## src/rtl/ckhi_pkg.sv

```systemverilog
// Shared types and constants for the coordinate key hash index block.
// Holds the item structs, the opcode and register index codes, and the
// hash constants. No dependencies.
package ckhi_pkg;

  // Pipeline depth, counting the entry register and the output register.
  localparam int unsigned NumStages = 8;

  localparam int unsigned KeyW  = 64;
  localparam int unsigned HashW = 32;

  // Hash mixing constants.
  localparam logic [HashW-1:0] MmC1 = 32'hcc9e2d51;
  localparam logic [HashW-1:0] MmC2 = 32'h1b873593;
  localparam logic [HashW-1:0] MmN  = 32'he6546b64;
  localparam logic [HashW-1:0] MmF1 = 32'h85ebca6b;
  localparam logic [HashW-1:0] MmF2 = 32'hc2b2ae35;

  // Key length in bytes, folded in at finalization.
  localparam logic [HashW-1:0] KeyBytes = 32'd8;

  // Key forms. Codes above the last member select the raw key.
  typedef enum logic [2:0] {
    OP_RAW       = 3'd0,
    OP_XY        = 3'd1,
    OP_XY_LABEL  = 3'd2,
    OP_XYZ       = 3'd3,
    OP_XYZ_LABEL = 3'd4
  } op_e;

  // Configuration register indexes.
  typedef enum logic [0:0] {
    CFG_HASH_SEED  = 1'b0,
    CFG_TABLE_ROWS = 1'b1
  } cfg_idx_e;

  typedef struct packed {
    logic [2:0]      opcode;
    logic [KeyW-1:0] raw_key;
    logic [15:0]     coord_x;
    logic [15:0]     coord_y;
    logic [10:0]     coord_z;
    logic [30:0]     region_label;
  } in_item_t;

  typedef struct packed {
    logic [HashW-1:0] bucket_index;
    logic [KeyW-1:0]  packed_key;
  } out_item_t;

endpackage

```

## src/rtl/ckhi_hash_pipe.sv

```systemverilog
// Eight-stage hash pipeline: block mixing, finalization and bucket masking.
// Depends on ckhi_pkg for constants and the result item struct.
module ckhi_hash_pipe import ckhi_pkg::*; (
  input  logic                 clk_i,
  input  logic                 rst_ni,
  input  logic                 advance_i,
  input  logic                 valid_i,
  input  logic [KeyW-1:0]      key_i,
  input  logic [HashW-1:0]     seed_i,
  input  logic [HashW-1:0]     mask_i,
  output logic [NumStages-1:0] valid_vec_o,
  output out_item_t            out_item_o
);

  // Rotation by a constant amount; pure wiring.
  function automatic logic [HashW-1:0] rotl32(logic [HashW-1:0] v, int unsigned r);
    rotl32 = (v << r) | (v >> (HashW - r));
  endfunction

  logic [NumStages-1:0] vld_q;
  logic [KeyW-1:0]      key_q [NumStages-1];

  logic [HashW-1:0] s1_k0_d, s1_k1_d, s1_k0_q, s1_k1_q;
  logic [HashW-1:0] s2_k0_d, s2_k1_d, s2_k0_q, s2_k1_q;
  logic [HashW-1:0] s3_h_d, s3_h_q, s3_k1_q;
  logic [HashW-1:0] s4_h_d, s4_h_q;
  logic [HashW-1:0] s5_h_d, s5_h_q;
  logic [HashW-1:0] s6_h_d, s6_h_q;
  out_item_t        out_d, out_q;

  logic [HashW-1:0] s3_rot, s4_rot, s4_mix, s4_len, s6_fold, s7_fold;

  // Valid bits move with the data and hold while the pipeline is stalled.
  always_ff @(posedge clk_i or negedge rst_ni) begin
    if (!rst_ni) begin
      vld_q <= '0;
    end else if (advance_i) begin
      vld_q <= {vld_q[NumStages-2:0], valid_i};
    end
  end

  // Block mixing, then finalization, one short step per stage.
  always_comb begin
    // Stage 1: first multiply of both key words.
    s1_k0_d = key_q[0][HashW-1:0] * MmC1;
    s1_k1_d = key_q[0][KeyW-1:HashW] * MmC1;
    // Stage 2: rotate and second multiply.
    s2_k0_d = rotl32(s1_k0_q, 15) * MmC2;
    s2_k1_d = rotl32(s1_k1_q, 15) * MmC2;
    // Stage 3: fold the low word into the seed.
    s3_rot  = rotl32(seed_i ^ s2_k0_q, 13);
    s3_h_d  = (s3_rot << 2) + s3_rot + MmN;
    // Stage 4: fold the high word, add the length, first shift-xor.
    s4_rot  = rotl32(s3_h_q ^ s3_k1_q, 13);
    s4_mix  = (s4_rot << 2) + s4_rot + MmN;
    s4_len  = s4_mix ^ KeyBytes;
    s4_h_d  = s4_len ^ (s4_len >> 16);
    // Stage 5: first finalization multiply.
    s5_h_d  = s4_h_q * MmF1;
    // Stage 6: shift-xor and second finalization multiply.
    s6_fold = s5_h_q ^ (s5_h_q >> 13);
    s6_h_d  = s6_fold * MmF2;
    // Stage 7: last shift-xor and the bucket mask.
    s7_fold = s6_h_q ^ (s6_h_q >> 16);
    out_d.bucket_index = s7_fold & mask_i;
    out_d.packed_key   = key_q[NumStages-2];
  end

  // Payload registers; every stage loads together when the pipeline moves.
  always_ff @(posedge clk_i) begin
    if (advance_i) begin
      key_q[0] <= key_i;
      for (int i = 1; i < NumStages - 1; i++) begin
        key_q[i] <= key_q[i-1];
      end
      s1_k0_q <= s1_k0_d;
      s1_k1_q <= s1_k1_d;
      s2_k0_q <= s2_k0_d;
      s2_k1_q <= s2_k1_d;
      s3_h_q  <= s3_h_d;
      s3_k1_q <= s2_k1_q;
      s4_h_q  <= s4_h_d;
      s5_h_q  <= s5_h_d;
      s6_h_q  <= s6_h_d;
      out_q   <= out_d;
    end
  end

  assign valid_vec_o = vld_q;
  assign out_item_o  = out_q;

endmodule

```

## src/rtl/coordinate_key_hash_index.sv

```systemverilog
// Top level of the coordinate key hash index block: key packing,
// configuration registers and pipeline handshake.
// Depends on ckhi_pkg and ckhi_hash_pipe.
//
// Usage:
//   Input channel in_valid_i / in_stall_o / in_item_i carries one item per
//   accepted cycle. The opcode picks the key form (raw, xy, xy with label,
//   xyz, xyz with label); the packed 64-bit key is hashed with 32-bit
//   Murmur3 using the seed register and masked with table rows minus one.
//   Output channel out_valid_o / out_stall_i / out_item_o returns the bucket
//   index together with the packed key, one result per item, in order.
//   Throughput is one item per cycle while the output is not stalled; the
//   pipeline has eight register stages. The two 32-bit multipliers in each
//   of stages one and two, and the single one in each of stages five and
//   six, set the stage depth.
//   When the receiver stalls a valid result, the whole pipeline holds and
//   in_stall_o rises in the same cycle; nothing is dropped or repeated.
//   Reset clears all valid bits and sets both configuration registers to
//   zero; a zero row count gives a mask of all ones. Write configuration
//   through cfg_we_i / cfg_index_i / cfg_wdata_i only while the block is
//   idle.
module coordinate_key_hash_index import ckhi_pkg::*; (
  input  logic             clk_i,
  input  logic             rst_ni,
  input  logic             in_valid_i,
  output logic             in_stall_o,
  input  in_item_t         in_item_i,
  output logic             out_valid_o,
  input  logic             out_stall_i,
  output out_item_t        out_item_o,
  input  logic             cfg_we_i,
  input  logic [0:0]       cfg_index_i,
  input  logic [HashW-1:0] cfg_wdata_i
);

  logic [HashW-1:0]     hash_seed_q, table_rows_q;
  logic [HashW-1:0]     row_mask;
  logic [KeyW-1:0]      key_d;
  logic                 advance;
  logic [NumStages-1:0] valid_vec;

  // Configuration registers.
  always_ff @(posedge clk_i or negedge rst_ni) begin
    if (!rst_ni) begin
      hash_seed_q  <= '0;
      table_rows_q <= '0;
    end else if (cfg_we_i) begin
      unique case (cfg_idx_e'(cfg_index_i))
        CFG_HASH_SEED:  hash_seed_q  <= cfg_wdata_i;
        CFG_TABLE_ROWS: table_rows_q <= cfg_wdata_i;
      endcase
    end
  end

  assign row_mask = table_rows_q - 32'd1;

  // Key packing; the 3D forms OR their fields without masking, the 2D forms concatenate them.
  always_comb begin
    case (in_item_i.opcode)
      OP_XY: begin
        key_d = {32'd0, in_item_i.coord_y, in_item_i.coord_x};
      end
      OP_XY_LABEL: begin
        key_d = {1'b0, in_item_i.region_label, in_item_i.coord_y, in_item_i.coord_x};
      end
      OP_XYZ: begin
        key_d = (KeyW'(in_item_i.coord_z) << 22) | (KeyW'(in_item_i.coord_y) << 11)
              | KeyW'(in_item_i.coord_x);
      end
      OP_XYZ_LABEL: begin
        key_d = (KeyW'(in_item_i.region_label) << 33) | (KeyW'(in_item_i.coord_z) << 22)
              | (KeyW'(in_item_i.coord_y) << 11) | KeyW'(in_item_i.coord_x);
      end
      default: begin
        key_d = in_item_i.raw_key;
      end
    endcase
  end

  // The pipeline moves unless a finished result is held by the receiver.
  assign advance     = !(valid_vec[NumStages-1] && out_stall_i);
  assign in_stall_o  = !advance;
  assign out_valid_o = valid_vec[NumStages-1];

  ckhi_hash_pipe u_hash_pipe (
    .clk_i       (clk_i),
    .rst_ni      (rst_ni),
    .advance_i   (advance),
    .valid_i     (in_valid_i),
    .key_i       (key_d),
    .seed_i      (hash_seed_q),
    .mask_i      (row_mask),
    .valid_vec_o (valid_vec),
    .out_item_o  (out_item_o)
  );

`ifndef SYNTHESIS
  // An accepted item always lands in the entry stage.
  a_accept_enters : assert property (@(posedge clk_i) disable iff (!rst_ni)
    in_valid_i && !in_stall_o |=> valid_vec[0])
    else $error("accepted item did not enter the pipeline");

  // A stall freezes the occupancy of every stage.
  a_stall_holds : assert property (@(posedge clk_i) disable iff (!rst_ni)
    in_stall_o |=> $stable(valid_vec))
    else $error("pipeline occupancy changed during a stall");

  // When the pipeline moves, the output stage takes what stood before it.
  a_output_shift : assert property (@(posedge clk_i) disable iff (!rst_ni)
    !in_stall_o |=> valid_vec[NumStages-1] == $past(valid_vec[NumStages-2]))
    else $error("output stage valid did not follow its predecessor");
`endif

endmodule

```

## config.mk

```make
export PLATFORM = sky130hd
export DESIGN_NAME = coordinate_key_hash_index
export DESIGN_NICKNAME = d
export VERILOG_FILES = /design/src/rtl/ckhi_pkg.sv /design/src/rtl/ckhi_hash_pipe.sv /design/src/rtl/coordinate_key_hash_index.sv
export SDC_FILE = /design/constraint.sdc
export NUM_CORES = 2
export LEC_CHECK = 0
export BUFFER_PORTS_ARGS = -buffer_cell sky130_fd_sc_hd__buf_2
export CORE_AREA = 2 2 436 438
export CTS_CLUSTER_DIAMETER = 200
export DETAILED_ROUTE_END_ITERATION = 8
export DIE_AREA = 0 0 438 440
export RECOVER_POWER = 50
export SLEW_MARGIN = 20
export SYNTH_ARGS = -nofsm -noshare
export SYNTH_HDL_FRONTEND = slang
export SYNTH_SLANG_ARGS = --single-unit
export TNS_END_PERCENT = 10
```

## constraint.sdc

```tcl
create_clock -name clk_i -period 56 [get_ports clk_i]
set_input_delay 2.8 -clock clk_i [delete_from_list [all_inputs] [get_ports clk_i]]
set_output_delay 2.8 -clock clk_i [all_outputs]
set_load 0.01 [all_outputs]
```

-- After elaboration in Yosys (flattened, before gate mapping)
Memories as Yosys holds them, arrays and structs flattened. A register that Yosys moved wholly into a read port is not among the register bits.
Index checks and enable logic that the tools add are counted.
- add/sub/neg operators: 5
- $mul: 6
- equality and inequality tests: 4
- multiplexer cells: 2
- bitwise gates (word level): 17
- reductions and logical operators: 4
- operator list (cell ; number):
    $pmux W64 S4 ; 1
    $mul A32 B31 Y32 const B ; 3
    $add A32 B32 Y32 ; 2
    $add A32 B32 Y32 const B ; 2
    $mul A32 B29 Y32 const B ; 2
    $or A32 B13 Y32 ; 2
    $or A32 B15 Y32 ; 2
    $or A64 B16 Y64 ; 1
    $or A64 B27 Y64 ; 1
    $or A64 B33 Y64 ; 1
    $xor A32 B16 Y32 ; 2
    $xor A32 B32 Y32 ; 2
    $or A33 B16 Y33 ; 1
    $or A33 B27 Y33 ; 1
    $and A32 B32 Y32 ; 1
    $mul A32 B32 Y32 const B ; 1
    $sub A32 B1 Y32 const B ; 1
    $xor A32 B19 Y32 ; 1
    $eq A3 B2 Y1 const B ; 2
    $reduce_and A2 Y1 ; 2
    $eq A3 B1 Y1 const B ; 1
    $eq A3 B3 Y1 const B ; 1
    $not A1 Y1 ; 2
    $logic_and A1 B1 Y1 ; 1
    2 further kinds ; 2
- register bits: 392
- bits in writable memories: 448
- output and inout port bits: 98
- word-level logic and storage cells: 52
- memories: 1
- memory list (memory ; words ; width ; read ports ; clocked after Yosys merged registers in ; write ports ; RTL line ; source):
    u_hash_pipe.key_q ; 7 ; 64 ; 7 ; 1 ; 7 ; ckhi_hash_pipe.sv:21 ; logic [KeyW-1:0] key_q [NumStages-1];

-- Logic depth before layout (Yosys ltp)
- depth after elaboration: 6
- depth in mapped cells: 28
- depth with buffers taken out: 28

-- Hierarchy
From an unflattened synthesis, not the netlist that was laid out.
- cells, all modules: 7103
- area, all modules: 84200.8 um^2
- modules (own cells, without submodules) (module ; times used ; cells an instance ; area an instance (um^2) ; sequential area each (um^2)):
    ckhi_hash_pipe ; 1 ; 6636 ; 79780.3 ; 24943.9
    coordinate_key_hash_index ; 1 ; 467 ; 4420.5 ; 1601.5

-- Least setup slack after synthesis
Ideal clock, no wire load.
- kind: input port to output port
- start: input port out_stall_i
- end: output port in_stall_o
- arrival time: 22.020 ns
- required time: 53.200 ns
- setup slack: 31.180 ns
- cell stages on the path: 2
- path buffers: 0
- path through: nand2_1 > inv_1
- longest elaborated chain between the ends: 1
- RTL lines (item ; RTL line ; source):
    start: declaration ; coordinate_key_hash_index.sv:29 ; input logic out_stall_i,
    $logic_and A1 B1 Y1 ; coordinate_key_hash_index.sv:81 ; assign advance = !(valid_vec[NumStages-1] && out_stall_i);
    end: declaration ; coordinate_key_hash_index.sv:26 ; output logic in_stall_o,
Every way passes these cells.

==> results by group <==
Routing
  • Via density: 4.94
  • DRC: 0
  • DR pass1 iterations: 5
  • Vias: 49,900
  • Post-DR wirelength/cell: 20.7 microns
  • Starting DRT DRC Count: 2,975
  • Final wirelength: 209,000 microns
  • Antenna-violating nets left: 0

Layout
  • Layout cell share with drive strength beyond 1: 0.0708
  • Number of fill cells in the layout: 17,000
  • Most common cell after layout, fill and taps aside: inv_1
  • Post-route cell area: 0.0922 sq mm
  • Final Net Count: 9,988
  • Area grow syn2layout: 9.62%
  • Commonest non-fill, non-tap cells in the layout: inv_1 (2,027), ha_1 (1,247), fa_1 (1,073)

Worst setup path
  • Crit path max fanout: 86
  • WP data required: 56.38 ns
  • CP endpoint kind: flip-flop
  • FF-to-FF Start: u_hash_pipe.s5_h_q[20]
  • FF-to-FF End: u_hash_pipe.s6_h_q[30]
  • Crit path kind: input port to flip-flop
  • Reg2Reg Setup Slack: 47.72 ns
  • Worst reg2reg path depth: 26
  • Worst endpoint data arrival time: 9.89 ns
  • Crit start category: input port

Clocking
  • H-tree levels: 3
  • CTS root buf: clkbuf_16
  • Clock-pin slew on the worst setup and hold paths: 0.06 ns
  • Cts repair resizes: 0
  • CTS buffer count: 101
  • # hold bufs at CTS: 0
  • CTS max path bufs: 3
  • CTS sink count: 896
  • Post-CTS Setup Inserts: 0
  • Clock Latency Late Sink: 0.77 ns
  • CTS tree: done

Place
  • Post-detail-place hpwl: 175,000 microns
  • Placer Congestion: 0.946
  • DP Area: 0.0887 sq mm
  • Port bufs: 276

Synth
  • Library cells used by synthesis: 77
  • Number of synthesized flops with an enable pin: 824
  • Synth Cell Area: 0.0841 sq mm
  • Synth warnings: 0
  • Synth area leader: edfxtp_1
  • Synth Instances: 7,119
  • #FFs+latches synth: 896
  • Ys flop type: edfxtp_1
  • Syn_area_per_cell: 11.8 sq um
  • Top cells by area, synth: edfxtp_1 (29%), fa_1 (26%), ha_1 (19%)
  • FFs w/ async S/R, synth: 0.0804
  • Top cell type's share of synthesized area: 0.294
  • Sequential share of the synthesized area: 0.316
  • Syn Nets: 9,618

Die
  • Die Y-Extent: 440 microns
  • Die area: 0.193 sq mm
  • # rows: 160
  • IO Count: 277
  • Die W: 438 microns
  • Initial Utilization: 0.446
  • Core ar.: 0.189 sq mm

Status
  • Status: finished, violations left
  • Failing checks: max-capacitance violations, max-slew violations

Job
  • Max_cap viols: 10

Hold path
  • Hold Startpoint: u_hash_pipe.key_q[1][47]
  • Hold Crit Depth: 0
  • Hold WC Path Type: flip-flop to flip-flop
  • Hold EP: u_hash_pipe.key_q[2][47]

Global route
  • Total global-route track usage: 0.222
  • Largest net degree at the start of global routing: 183
  • Initial antenna violation count: 6
  • Vias in the first global route: 53,100
  • First-pass GRT wire length: 320,000 microns
  • Global route total overflow: 0

STA
  • FMAX: 105 MHz
  • Worst slew margin: -1.85
  • Fin. max-slew vios: 445
  • Post-route minimum period: 9.51 ns
  • Final worst-path cycle share: 0.170
  • RSZ-0062 raised after global routing: no
  • Final hold vios: 0
  • Setup violators final: 0
  • Worst-Margin Slew: 4.28 ns
  • Final setup TNS: 0 ns
  • Clock skew: 0.0581 ns
## metrics by stage
step / setup slack [ns] / cells / hold slack, ns / utilization
3_3_place_gp: 47.73 / 9897 / 0.400 / 0.471
3_5_place_dp: 47.73 / 9897 / 0.405 / 0.471
6_report: 46.49 / 10100 / 0.400 / 0.489
4_1_cts: 47.68 / 10100 / 0.389 / 0.489
2_1_floorplan: 31.18 / 7119 / 0.400 / -
5_1_grt: 45.69 / 10100 / 0.401 / 0.489
## flip-flops by register name, indices dropped and copies added, names as in the netlist
signal                   flops
u_hash_pipe.s2_k0_q         32
u_hash_pipe.out_item_o      96
u_hash_pipe.s4_h_q          32
u_hash_pipe.s5_h_q          32
hash_seed_q                 32
u_hash_pipe.valid_vec_o      8
u_hash_pipe.s1_k1_q         32
u_hash_pipe.key_q          440
u_hash_pipe.s2_k1_q         32
u_hash_pipe.s6_h_q          32
u_hash_pipe.s1_k0_q         32
u_hash_pipe.s3_h_q          32
u_hash_pipe.s3_k1_q         32
table_rows_q                32
## cell usage after synthesis, types with 30 or more instances
| cell | number |
|---|---|
| inv_1 | 2027 |
| mux2_2 | 72 |
| o21ai_0 | 92 |
| nand3_1 | 31 |
| xor2_1 | 141 |
| nand2_1 | 183 |
| edfxtp_1 | 824 |
| mux2i_1 | 31 |
| xnor2_1 | 396 |
| a32o_1 | 30 |
| a21oi_1 | 206 |
| nand2b_1 | 46 |
| o21a_1 | 40 |
| dfrtp_1 | 72 |
| a21o_1 | 72 |
| fa_1 | 1073 |
| nor2_1 | 133 |
| ha_1 | 1247 |
| nor3_1 | 33 |
## worst max-delay path, stage by stage
cell      delay [ns]
buf_2           0.10
nand2_1         1.34
clkbuf_1        2.62
buf_4           1.06
buf_4           0.81
buf_4           0.92
## how the worst max path moves through the flow
stage / startpoint / cells past startpoint / slack, ns / end
detailed placement: u_hash_pipe.s5_h_q[20] / 26 / 47.73 / u_hash_pipe.s6_h_q[30]
floorplan: out_stall_i / 2 / 31.18 / in_stall_o
CTS: u_hash_pipe.s5_h_q[20] / 26 / 47.68 / u_hash_pipe.s6_h_q[30]
global route: out_stall_i / 6 / 45.69 / u_hash_pipe.key_q[0][9]
finish: out_stall_i / 6 / 46.49 / u_hash_pipe.key_q[0][9]
global placement: u_hash_pipe.s5_h_q[20] / 26 / 47.73 / u_hash_pipe.s6_h_q[30]
## metal layers
layer  global-route usage  wire length (microns)
met5                    0                      0
met2                0.366                  99600
met3               0.0330                  10900
met1                0.309                  93500
met4               0.0558                   4840
## cell type report
cell class,instances,area [sq um],area share
inverters,2027,7610,0.0825
repair buffers,305,1550,0.0169
multi-input cells,4158,49800,0.540
flip-flops and latches,896,26500,0.288
diodes,2,5.00,0.0000543
clock inverters,69,891,0.00966
clock buffers,120,2660,0.0289
well taps,2511,3140,0.0341
## logic make-up (layout without fill, tap and decap cells)
group / Yosys count / after routing / synth area share
compound gates: 631 / 631 / 0.0492
xor+xnor: 538 / 538 / 0.0562
fa+ha+maj: 2320 / 2320 / 0.441
buf+inv: 2065 / 2521 / 0.0922
flops: 896 / 896 / 0.316
mux: 103 / 103 / 0.0133
other cells: 0 / 2 / 0
simple gates: 566 / 566 / 0.0325
Power is not shown: default switching activity piles up to over one toggle a cycle in this logic, so the estimate is an artifact.
